$ cat src/qsps_pkg.sv
// Shared types, character codes and the hex/percent decode helpers of the query splitter.
package qsps_pkg;

  localparam int unsigned RES_SLOTS = 3;

  localparam logic [7:0] CH_EQ    = 8'h3D;  // '='
  localparam logic [7:0] CH_SPACE = 8'h20;  // ' '
  localparam logic [7:0] CH_PCT   = 8'h25;  // '%'
  localparam logic [7:0] CH_PLUS  = 8'h2B;  // '+'
  localparam logic [7:0] CH_ZERO  = 8'h30;  // '0'
  localparam logic [7:0] CH_NINE  = 8'h39;
  localparam logic [7:0] CH_LC_A  = 8'h61;
  localparam logic [7:0] CH_LC_F  = 8'h66;
  localparam logic [7:0] CH_UC_A  = 8'h41;
  localparam logic [7:0] CH_UC_F  = 8'h46;
  localparam logic [7:0] SEP_RESET = 8'h26;  // '&'

  typedef enum logic [1:0] {
    PH_BETWEEN,
    PH_LEAD,
    PH_NAME,
    PH_VALUE
  } phase_t;

  typedef enum logic [1:0] {
    ESC_NONE,
    ESC_PCT,
    ESC_DIGIT
  } esc_t;

  typedef enum logic [1:0] {
    KIND_DATA,
    KIND_END_NOVAL,
    KIND_END_VAL,
    KIND_QUERY_END
  } kind_t;

  typedef struct packed {
    kind_t       kind;
    logic [7:0]  data;
    logic        in_value;
    logic [6:0]  idx;
  } result_t;

  typedef struct packed {
    logic       ok;
    logic [3:0] val;
  } hex_t;

  typedef struct packed {
    logic       emit;
    logic [7:0] data;
    esc_t       esc;
    logic [3:0] hn;
  } dec_t;

  function automatic hex_t hex_value(input logic [7:0] b);
    hex_t h;
    logic [7:0] d;
    h = '0;
    d = '0;
    if (b >= CH_ZERO && b <= CH_NINE) begin
      d = b - CH_ZERO;
      h = '{ok: 1'b1, val: d[3:0]};
    end else if (b >= CH_LC_A && b <= CH_LC_F) begin
      d = b - CH_LC_A + 8'd10;
      h = '{ok: 1'b1, val: d[3:0]};
    end else if (b >= CH_UC_A && b <= CH_UC_F) begin
      d = b - CH_UC_A + 8'd10;
      h = '{ok: 1'b1, val: d[3:0]};
    end
    return h;
  endfunction

  // One byte of field text through the percent decoder. A bad digit drops the
  // pending escape and lets the byte fall through as an ordinary one.
  function automatic dec_t decode(input logic [7:0] b, input esc_t esc,
                                  input logic [3:0] hn);
    dec_t r;
    hex_t h;
    logic plain;
    h = hex_value(b);
    r = '{emit: 1'b0, data: 8'h00, esc: ESC_NONE, hn: hn};
    plain = 1'b1;
    if (esc == ESC_PCT) begin
      if (h.ok) begin
        r.hn  = h.val;
        r.esc = ESC_DIGIT;
        plain = 1'b0;
      end
    end else if (esc == ESC_DIGIT) begin
      if (h.ok) begin
        r.emit = 1'b1;
        r.data = {hn, h.val};
        plain  = 1'b0;
      end
    end
    if (plain) begin
      if (b == CH_PCT) begin
        r.esc = ESC_PCT;
      end else if (b == CH_PLUS) begin
        r.emit = 1'b1;
        r.data = CH_SPACE;
      end else begin
        r.emit = 1'b1;
        r.data = b;
      end
    end
    return r;
  endfunction

endpackage

$ cat src/query_string_pair_splitter.sv
// Query-string splitter: splits raw bytes into name/value pairs and percent-decodes them.
//
// Usage. Raw query bytes enter on the in_ channel (in_valid / in_stall), with in_last
// marking the final byte of a query. Results leave on the out_ channel (out_valid /
// out_stall): decoded data bytes, pair-end markers with or without a value, and a
// query-end marker. Each input item gives zero to three results; out_run_last flags the
// final result of an item. The separator byte is written through cfg_valid / cfg_ready /
// cfg_pair_separator while the block is idle; the user must ensure it (not enforced).
//
// An accepted item waits in the input register, then the decode logic loads a
// small result bundle. Items that give at most one result flow at one item per
// cycle while the receiver does not stall; an item with more results holds the
// bundle until all have left, since the output port shows one result a cycle.
// The input register lets one more item be taken while the bundle still waits.
//
// Synchronous active-low reset clears the parse state, empties both stages and
// sets the separator back to '&'. When the receiver stalls, the shown result is
// held, the bundle is frozen, and in_stall rises once the input register is full.
module query_string_pair_splitter
  import qsps_pkg::*;
#(
  parameter int unsigned MAX_PAIRS = 128
) (
  input  logic       clk,
  input  logic       rst_n,

  input  logic       in_valid,
  output logic       in_stall,
  input  logic [7:0] in_byte,
  input  logic       in_last,

  output logic       out_valid,
  input  logic       out_stall,
  output logic [1:0] out_kind,
  output logic [7:0] out_byte,
  output logic       out_in_value,
  output logic [6:0] out_pair_index,
  output logic       out_run_last,

  input  logic       cfg_valid,
  output logic       cfg_ready,
  input  logic [7:0] cfg_pair_separator
);

  // The count reaches MAX_PAIRS at most, since a pair only opens below it.
  localparam int unsigned CW = $clog2(MAX_PAIRS + 1);

  logic [7:0]    sep_r;

  // Input register.
  logic          s1_vld_r;
  logic [7:0]    s1_byte_r;
  logic          s1_last_r;

  // Parse state.
  phase_t        phase_r, phase_nxt;
  esc_t          esc_r, esc_nxt;
  logic [3:0]    hn_r, hn_nxt;
  logic [CW-1:0] pc_r, pc_nxt;

  // Result bundle: slot 0 is what the output port shows.
  result_t       res_r [RES_SLOTS];
  result_t       res_nxt [RES_SLOTS];
  logic [1:0]    cnt_r;
  logic [1:0]    n_nxt;

  logic          out_fire;
  logic          bundle_free;
  logic          s1_take;

  // Decisions shared by next-state and result logic.
  phase_t        ph_start, ph_lead, ph_mid;
  esc_t          esc_start;
  logic [3:0]    hn_start;
  logic          opening;
  logic          in_name, in_val;
  logic          is_sep, is_eq;
  logic          byte_close, goto_val, do_dec, data_emit, last_close;
  kind_t         byte_kind, last_kind;
  dec_t          dec;
  logic [CW-1:0] pc_mid;

  assign cfg_ready = 1'b1;

  assign out_fire    = (cnt_r != 2'd0) && !out_stall;
  assign bundle_free = (cnt_r == 2'd0) || ((cnt_r == 2'd1) && !out_stall);
  assign s1_take     = s1_vld_r && bundle_free;
  assign in_stall    = s1_vld_r && !bundle_free;

  // A new pair opens only below the pair limit; past it the rest of the query gives only its query-end marker.
  assign opening   = (phase_r == PH_BETWEEN) && (pc_r < CW'(MAX_PAIRS));
  assign ph_start  = opening ? PH_LEAD : phase_r;
  assign esc_start = opening ? ESC_NONE : esc_r;
  assign hn_start  = opening ? 4'h0 : hn_r;
  assign ph_lead   = ((ph_start == PH_LEAD) && (s1_byte_r != CH_SPACE)) ? PH_NAME : ph_start;

  assign in_name = (ph_lead == PH_NAME);
  assign in_val  = (ph_lead == PH_VALUE);
  assign is_sep  = (s1_byte_r == sep_r);
  assign is_eq   = (s1_byte_r == CH_EQ);

  // In a name '=' wins over the separator; in a value only the separator counts.
  assign goto_val   = in_name && is_eq;
  assign byte_close = (in_name && !is_eq && is_sep) || (in_val && is_sep);
  assign do_dec     = (in_name && !is_eq && !is_sep) || (in_val && !is_sep);
  assign byte_kind  = in_val ? KIND_END_VAL : KIND_END_NOVAL;

  assign dec       = decode(s1_byte_r, esc_start, hn_start);
  assign data_emit = do_dec && dec.emit;

  always_comb begin
    if (byte_close) begin
      ph_mid = PH_BETWEEN;
    end else if (goto_val) begin
      ph_mid = PH_VALUE;
    end else begin
      ph_mid = ph_lead;
    end
  end

  // A pair still open at the end of the query is closed before the query end.
  assign last_close = s1_last_r && (ph_mid != PH_BETWEEN);
  assign last_kind  = (ph_mid == PH_VALUE) ? KIND_END_VAL : KIND_END_NOVAL;
  assign pc_mid     = pc_r + CW'(byte_close);

  // Next parse state.
  always_comb begin
    if (s1_last_r) begin
      phase_nxt = PH_BETWEEN;
      esc_nxt   = ESC_NONE;
      hn_nxt    = 4'h0;
      pc_nxt    = '0;
    end else begin
      phase_nxt = ph_mid;
      pc_nxt    = pc_mid;
      if (byte_close || goto_val) begin
        esc_nxt = ESC_NONE;
        hn_nxt  = 4'h0;
      end else if (do_dec) begin
        esc_nxt = dec.esc;
        hn_nxt  = dec.hn;
      end else begin
        esc_nxt = esc_start;
        hn_nxt  = hn_start;
      end
    end
  end

  // Results of this item, in order: data byte, pair end, query end.
  always_comb begin : build_results
    logic [1:0] n_v;
    n_v = 2'd0;
    for (int i = 0; i < RES_SLOTS; i++) begin
      res_nxt[i] = '0;
    end
    if (data_emit) begin
      res_nxt[n_v] = '{kind: KIND_DATA, data: dec.data, in_value: in_val, idx: 7'(pc_r)};
      n_v = n_v + 2'd1;
    end
    if (byte_close) begin
      res_nxt[n_v] = '{kind: byte_kind, data: 8'h00, in_value: 1'b0, idx: 7'(pc_r)};
      n_v = n_v + 2'd1;
    end
    if (last_close) begin
      res_nxt[n_v] = '{kind: last_kind, data: 8'h00, in_value: 1'b0, idx: 7'(pc_mid)};
      n_v = n_v + 2'd1;
    end
    if (s1_last_r) begin
      res_nxt[n_v] = '{kind: KIND_QUERY_END, data: 8'h00, in_value: 1'b0,
                       idx: 7'(pc_mid + CW'(last_close))};
      n_v = n_v + 2'd1;
    end
    n_nxt = n_v;
  end

  always_ff @(posedge clk) begin
    if (!rst_n) begin
      sep_r <= SEP_RESET;
    end else if (cfg_valid && cfg_ready) begin
      sep_r <= cfg_pair_separator;
    end
  end

  always_ff @(posedge clk) begin
    if (!rst_n) begin
      s1_vld_r <= 1'b0;
    end else if (in_valid && !in_stall) begin
      s1_vld_r <= 1'b1;
    end else if (s1_take) begin
      s1_vld_r <= 1'b0;
    end
  end

  always_ff @(posedge clk) begin
    if (in_valid && !in_stall) begin
      s1_byte_r <= in_byte;
      s1_last_r <= in_last;
    end
  end

  always_ff @(posedge clk) begin
    if (!rst_n) begin
      phase_r <= PH_BETWEEN;
      esc_r   <= ESC_NONE;
      hn_r    <= 4'h0;
      pc_r    <= '0;
    end else if (s1_take) begin
      phase_r <= phase_nxt;
      esc_r   <= esc_nxt;
      hn_r    <= hn_nxt;
      pc_r    <= pc_nxt;
    end
  end

  always_ff @(posedge clk) begin
    if (!rst_n) begin
      cnt_r <= 2'd0;
    end else if (s1_take) begin
      cnt_r <= n_nxt;
    end else if (out_fire) begin
      cnt_r <= cnt_r - 2'd1;
    end
  end

  // Slots shift toward slot 0 as results leave.
  always_ff @(posedge clk) begin
    if (s1_take) begin
      for (int i = 0; i < RES_SLOTS; i++) begin
        res_r[i] <= res_nxt[i];
      end
    end else if (out_fire) begin
      for (int i = 0; i < RES_SLOTS - 1; i++) begin
        res_r[i] <= res_r[i+1];
      end
    end
  end

  assign out_valid      = (cnt_r != 2'd0);
  assign out_kind       = res_r[0].kind;
  assign out_byte       = res_r[0].data;
  assign out_in_value   = res_r[0].in_value;
  assign out_pair_index = res_r[0].idx;
  assign out_run_last   = (cnt_r == 2'd1);

endmodule

$ cat config.mk
export PLATFORM = sky130hd
export DESIGN_NAME = query_string_pair_splitter
export DESIGN_NICKNAME = d
export VERILOG_FILES = /design/src/qsps_pkg.sv /design/src/query_string_pair_splitter.sv
export SDC_FILE = /design/constraint.sdc
export NUM_CORES = 1
export LEC_CHECK = 0
export BUFFER_PORTS_ARGS = -buffer_cell sky130_fd_sc_hd__buf_4
export CORE_ASPECT_RATIO = 0.75
export CORE_MARGIN = 2
export CORE_UTILIZATION = 30
export CTS_BUF_LIST = sky130_fd_sc_hd__clkbuf_8
export DETAILED_ROUTE_END_ITERATION = 7
export GPL_TIMING_DRIVEN = 0
export MAX_ROUTING_LAYER = met4
export PLACE_DENSITY = 0.57
export SLEW_MARGIN = 10
export SYNTH_ARGS = -nofsm -noshare
export SYNTH_HDL_FRONTEND = slang
export SYNTH_SLANG_ARGS = --single-unit
export TNS_END_PERCENT = 50
$ cat constraint.sdc
create_clock -name clk -period 5.4 [get_ports clk]
set_input_delay 1.08 -clock clk [delete_from_list [all_inputs] [get_ports clk]]
set_output_delay 1.08 -clock clk [all_outputs]
set_load 0.01 [all_outputs]
==> results.toml, run 1 <==
[timing]
post-route-period-util_pct = 91.6
hold_viol_final = 0
worst_pin_slew_ns = 1.01
rsz0062_at_grt = "no"
fin_setup_tns_ns = 0
fin_crit_ns = 4.95
setup_ws_ns = 0.454
slew_violations = 0
max_freq_mhz = 202
fin_skew_ns = 0.0147
max-slew-margin-rel_pct = 31.1
setup-violations-final = 0

[clock_tree]
cts.sinks = 72
tritoncts = "built"
clockBufferDepth = 2
clockRootBuffer = "clkbuf_8"
cts.htree.levels = 3
clkTransAtPathRegs_ns = 0.08
cts_buffers = 9
insertion_delay_ns = 0.36
holdBufCountCts = 0

[finish]
nets = 589
multiInputGateArea_um2 = 2430
fillers = 1589
drive_gt1_share_pct = 19.7
area_growth_syn_to_layout_pct = 17.6
antenna_cells = 0
finish.instance_area_um2 = 5490
seqCellArea_um2 = 1890

[detailed_routing]
route.vias.total = 3913
drc = 0
avgViaCountPerCell = 5.16
ant_nets = 0
drtIter0Drc = 346
wire_per_inst_um = 17.1
wl_mm = 13.0
drtPass1Iterations = 4

[place]
place_congestion = 0.918
portBuffers = 41
place_ws_ns = 0.281
post-dp-hpwl_mm = 9.66
place_area_um2 = 5270

[worst_setup_path]
end_kind = "flop"
required_ns = 5.63
cp_top_family = "compound AO/OA/AOI/OAI gates"
critPathArrivalTime_ns = 5.18
crit_slowest_cell = "a2111oi_0"
path_cells = "clkbuf_1 > inv_1 > ha_1 > nor2b_1 > a32o_1 > a21oi_4 > a21oi_1 > buf_2 > inv_1 > fa_1 > ha_1 > nand2_1 > nand2_1 > a2111oi_0 > a221o_1"
critPathLaunchType = "flop"
cp_num_buf_inv = 4
slowest_delay_ns = 0.88
critPathMaxFanout = 10
critPathKind = "flop to flop"

[synth]
async_flop_share_pct = 0
netlist_area_um2 = 4670
synth-seq-cells = 72
synth-edff-count = 45
yosysTopAreaCellShare_pct = 28.9
avgSynthCellArea_um2 = 9.42
yosysWarnings = 0
synth_ff_type = "edfxtp_1"
syn-num-nets = 536
synth_area_leaders = "edfxtp_1, dfxtp_1, ha_1, a21oi_1, nand2_1"
synth_top_cell_by_area = "edfxtp_1"
syn_inst = 496
yosysUniqueCellTypes = 80
ys_seq_area_share_pct = 40.5

[power_and_ir_drop]
clockPowerShare_pct = 29.5
p_sw_mw = 0.503
combPwrFrac_pct = 27.4
powerDensity_nw_per_um2 = 302
switching_share_pct = 30.3
power_frac_seq_pct = 43.1
p_int_mw = 1.15
irDropWorstVdd_mv = 0.126
leakagePower_nw = 2.11
power.total_mw = 1.66

[floorplan]
rows = 39
core_area_um2 = 15200
die_area_um2 = 16600
die_x_um = 148
die_y_um = 112
initial_core_util_pct = 30.7
num_io_pins = 44

[global_route]
grt_max_degree = 27
grt_pass1_wl_mm = 20.6
grt_pass1_vias = 3605
track_usage_pct = 16.4
grt_overflow = 0
antenna_found_initial = 0

[hold_path]
min_path_type = "flop to flop"

[job]
maxCapViolations = 0

[outcome]
status = "finished, final reports clean"
cell families after synthesis:
group / synth area share (%)
AOI/OAI and AO/OA: 18.9
xor gates and xnor gates: 4.50
adders and majority gates: 4.98
buffers and inverters: 7.82
DFF: 40.5
muxes: 2.63
other: 0.0803
and+or+nand+nor: 20.5
repair_timing:
item                                   CTS  global route
gates resized for setup                  0             3
setup endpoints to repair                0             6
endpoints found under the hold margin    0             0
setup buffers                            0             0
area by class of cell:
type | count | area share, %
Buffer | 51 | 5.51
Sequential cell | 72 | 34.4
Tap cell | 205 | 4.67
Clock buffer | 10 | 2.51
Inverter | 17 | 1.16
Multi-Input combinational cell | 356 | 44.2
Clock inverter | 6 | 1.55
Timing Repair Buffer | 42 | 5.97
through the flow:
step / hold slack (ns) / utilization, % / cells
floorplan: 0.426 / - / 496
global placement: 0.448 / 34.4 / 742
detailed placement: 0.454 / 34.6 / 743
CTS: 0.468 / 36.1 / 759
global route: 0.479 / 36.1 / 759
finish: 0.467 / 36.1 / 759
worst reg2reg max path: stages, from the launching register on:
cell and delay, ns:
edfxtp_1 0.40, clkbuf_1 0.34, inv_1 0.12, ha_1 0.23
nor2b_1 0.13, a32o_1 0.34, a21oi_4 0.36, a21oi_1 0.24
buf_2 0.25, inv_1 0.10, fa_1 0.51, ha_1 0.27
nand2_1 0.09, nand2_1 0.28, a2111oi_0 0.88, a221o_1 0.27
registers in the layout, summed over array words and instances (netlist names):
register and flops:
s1_last_r 1, pc_r 8, cnt_r 2, esc_r 2
hn_r 4, sep_r 8, phase_r 2, s1_byte_r 8
s1_vld_r 1, res_r 36
metal layers:
| metal | GRT usage, % | vias up | routed length [um] |
|---|---|---|---|
| met2 | 21.1 | 152 | 5050 |
| met5 | - | - | 0 |
| met3 | 3.01 | 11 | 900 |
| met4 | 4.57 | 0 | 129 |
| li1 | - | 1894 | - |
| met1 | 25.8 | 1856 | 6900 |
final timing paths:
path	startpoint	endpoint	slack (ns)	depth (start not counted)
setup reg to reg	s1_byte_r[0]	res_r[0][2]	0.45	15
setup / recovery	s1_byte_r[0]	res_r[0][2]	0.45	15
hold / removal	esc_r[1]	esc_r[1]	0.47	2
hold reg to reg	esc_r[1]	esc_r[1]	0.47	2
cells in the mapped netlist (all sizes together), types with 14 or more instances:
library cell  instances
edfxtp               45
nand2                41
nand3                16
ha                   17
inv                  17
nor2                 39
xor2                 14
clkbuf               21
nor2b                15
buf                  30
o21ai                25
a21oi                32
dfxtp                27
layout by cell type (no fill, tap or decap), types with 4 or more instances in the layout:
cell type and instances:
ha_1 17, clkbuf_1 20, inv_1 17, xor2_1 14, buf_2 4, o2bb2ai_1 4
buf_4 59, o21ai_0 22, nor2b_1 15, dfxtp_1 27, clkbuf_8 10, a22oi_1 9
nor3_1 9, a32oi_1 5, nor2_1 37, nand4_1 4, nor3b_1 5, edfxtp_1 45
buf_6 5, a31oi_1 5, and2_1 7, o211ai_1 4, o22ai_1 6, mux2i_1 10
a21oi_1 31, and3_1 8, nand2_1 39, nand3_1 16, xnor2_1 10, nand3b_1 4
power groups by stage:
stage / Sequential (mW) / Combinational (mW) / Clock (mW)
after floorplan: 0.722 / 0.276 / 0
after global placement: 0.733 / 0.430 / 0
after detailed placement: 0.727 / 0.453 / 0
after CTS: 0.716 / 0.454 / 0.501
after global routing: 0.724 / 0.494 / 0.523
final: 0.715 / 0.454 / 0.489
Power figures use the tool's default switching activity.
==> run 2: changes to the inputs <==
--- a/config.mk
+++ b/config.mk
@@ -6,14 +6,15 @@
 export NUM_CORES = 1
 export LEC_CHECK = 0
 export BUFFER_PORTS_ARGS = -buffer_cell sky130_fd_sc_hd__buf_4
+export CELL_PAD_IN_SITES_DETAIL_PLACEMENT = 0
+export CELL_PAD_IN_SITES_GLOBAL_PLACEMENT = 2
 export CORE_ASPECT_RATIO = 0.75
 export CORE_MARGIN = 2
 export CORE_UTILIZATION = 30
 export CTS_BUF_LIST = sky130_fd_sc_hd__clkbuf_8
 export DETAILED_ROUTE_END_ITERATION = 7
 export GPL_TIMING_DRIVEN = 0
-export MAX_ROUTING_LAYER = met4
-export PLACE_DENSITY = 0.57
+export PLACE_DENSITY = 0.77
 export SLEW_MARGIN = 10
 export SYNTH_ARGS = -nofsm -noshare
 export SYNTH_HDL_FRONTEND = slang
==> results.toml, run 2 (synthesized netlist as in run 1, its figures left out) <==
[power_and_ir_drop]
irDropWorstVdd_mv = 0.117
clockPowerShare_pct = 27.9
switching_share_pct = 31.6
p_sw_mw = 0.512
powerDensity_nw_per_um2 = 296
combPwrFrac_pct = 28.0
leakagePower_nw = 2.09
power_frac_seq_pct = 44.1
p_int_mw = 1.11

[detailed_routing]
route.vias.total = 3910
wire_per_inst_um = 17.6
drc = 0
drtIter0Drc = 328
ant_nets = 0
avgViaCountPerCell = 5.15
wl_mm = 13.4
drtPass1Iterations = 7

[finish]
drive_gt1_share_pct = 19.9
area_growth_syn_to_layout_pct = 17.2
multiInputGateArea_um2 = 2430
fin_cells = 759
regMostFlops = "res_r"
antenna_cells = 0
nets = 589
mostFrequentLayoutCell = "buf_4"
seqCellArea_um2 = 1890
fillers = 1559
largest_reg_flops = 36
final_cell_mix = "buf_4, edfxtp_1, nand2_1"

[floorplan]
die_y_um = 112
initial_core_util_pct = 30.7
core_area_um2 = 15200
num_io_pins = 44
rows = 39
die_area_um2 = 16600
die_x_um = 148

[clock_tree]
insertion_delay_ns = 0.36
clockBufferDepth = 2
clkTransAtPathRegs_ns = 0.09
cts.htree.levels = 3
tritoncts = "built"
clockRootBuffer = "clkbuf_8"
cts_buffers = 9
cts_setup_buffers = 0
cts.sinks = 72
holdBufCountCts = 0

[place]
place_congestion = 0.877
portBuffers = 41
placedCellCount = 743
post-dp-hpwl_mm = 9.95

[worst_setup_path]
reg2reg_to = "res_r[0][2]"
critPathLaunchType = "flop"
ff2ff_setup_slack_ns = 0.39
critPathKind = "flop to flop"
critPathMaxFanout = 10
r2r_cells = 15
reg2reg_from = "s1_byte_r[0]"
critPathArrivalTime_ns = 5.24
required_ns = 5.63
end_kind = "flop"

[job]
maxCapViolations = 0

[global_route]
grt_max_degree = 25
top_usage_layer = "met1"
antenna_found_initial = 0
use_met2_pct = 21.1
grt_overflow = 0
track_usage_pct = 16.4
grt_pass1_vias = 3721
grt_pass1_wl_mm = 21.0
use_met3_pct = 3.58
use_met1_pct = 26.5

[timing]
max-slew-margin-rel_pct = 25.9
worst_pin_slew_ns = 1.08
fin_skew_ns = 0.0129
post-route-period-util_pct = 92.8
hold-worst-slack_ns = 0.475
rsz0062_at_grt = "no"
fin_crit_ns = 5.01
fin_setup_tns_ns = 0
hold_viol_final = 0
setup-violations-final = 0
slew_violations = 0
max_freq_mhz = 200

[hold_path]
hp-start = "hn_r[0]"
whs_path_depth = 1
min_path_type = "flop to flop"
hold_path_end = "hn_r[0]"

[outcome]
status = "finished, final reports clean"
run 2: cell count changes in the layout (fill, tap and decap cells not counted):
cell | previous run | this run
bufinv_16 | 2 | 1
clkinv_4 | 1 | 0
clkinvlp_4 | 1 | 3
inv_1 | 17 | 16
inv_6 | 0 | 1
run 2: per-layer routing:
| metal | part of all wire (%) | wire length (um) | up-vias |
|---|---|---|---|
| met5 | 0 | 0 | - |
| met4 | 1.8 | 245 | 0 |
| met3 | 6.5 | 867 | 19 |
| met2 | 38 | 5020 | 158 |
| met1 | 54 | 7220 | 1838 |
| li1 | - | - | 1895 |
run 2: final cells by class:
| type | count | share of cell area (%) |
|---|---|---|
| Buffer | 51 | 5.53 |
| Clock buffer | 10 | 2.51 |
| Clock inverter | 6 | 1.21 |
| Inverter | 17 | 1.17 |
| Multi-Input combinational cell | 356 | 44.3 |
| Sequential cell | 72 | 34.6 |
| Tap cell | 205 | 4.69 |
| Timing Repair Buffer | 42 | 5.99 |
run 2: power by group through the flow:
stage | Sequential (mW) | Clock (mW) | Combinational (mW)
floorplan | 0.722 | 0 | 0.276
global placement | 0.734 | 0 | 0.434
detailed placement | 0.728 | 0 | 0.454
CTS | 0.716 | 0.462 | 0.455
global route | 0.724 | 0.484 | 0.498
finish | 0.716 | 0.452 | 0.454
run 2: per-stage QoR:
stage,instance area [um^2],util (%),worst slack (ns),power [mW]
5_1_grt,5470,36.0,0.0538,1.71
6_report,5470,36.0,0.390,1.62
3_3_place_gp,5240,34.4,0.254,1.17
4_1_cts,5470,35.9,0.214,1.63
2_1_floorplan,4670,-,1.28,0.998
3_5_place_dp,5270,34.6,0.245,1.18
run 2: critical path, stage by stage (launching register included):
cell and delay (ns):
edfxtp_1 0.38, clkbuf_1 0.37, inv_1 0.12, ha_1 0.23
nor2b_1 0.13, a32o_1 0.35, a21oi_4 0.35, a21oi_1 0.22
buf_2 0.24, inv_1 0.09, fa_1 0.52, ha_1 0.27
nand2_1 0.09, nand2_1 0.30, a2111oi_0 0.95, a221o_1 0.27
run 2: how the worst max path moves through the flow:
stage / cells past startpoint / end / slack [ns] / startpoint
final: 15 / res_r[0][2] / 0.39 / s1_byte_r[0]
after global routing: 18 / res_r[0][4] / 0.05 / s1_byte_r[0]
after CTS: 18 / res_r[0][6] / 0.21 / s1_byte_r[0]
after detailed placement: 17 / res_r[0][22] / 0.25 / s1_byte_r[0]
after global placement: 18 / res_r[0][6] / 0.25 / s1_byte_r[0]
after floorplan: 17 / res_r[0][22] / 1.28 / s1_byte_r[0]
run 2: what timing repair did:
| item | in CTS | in global routing |
|---|---|---|
| resized for setup | 0 | 3 |
| endpoints found under the setup margin | 0 | 6 |
| hold endpoints to repair | 0 | 0 |
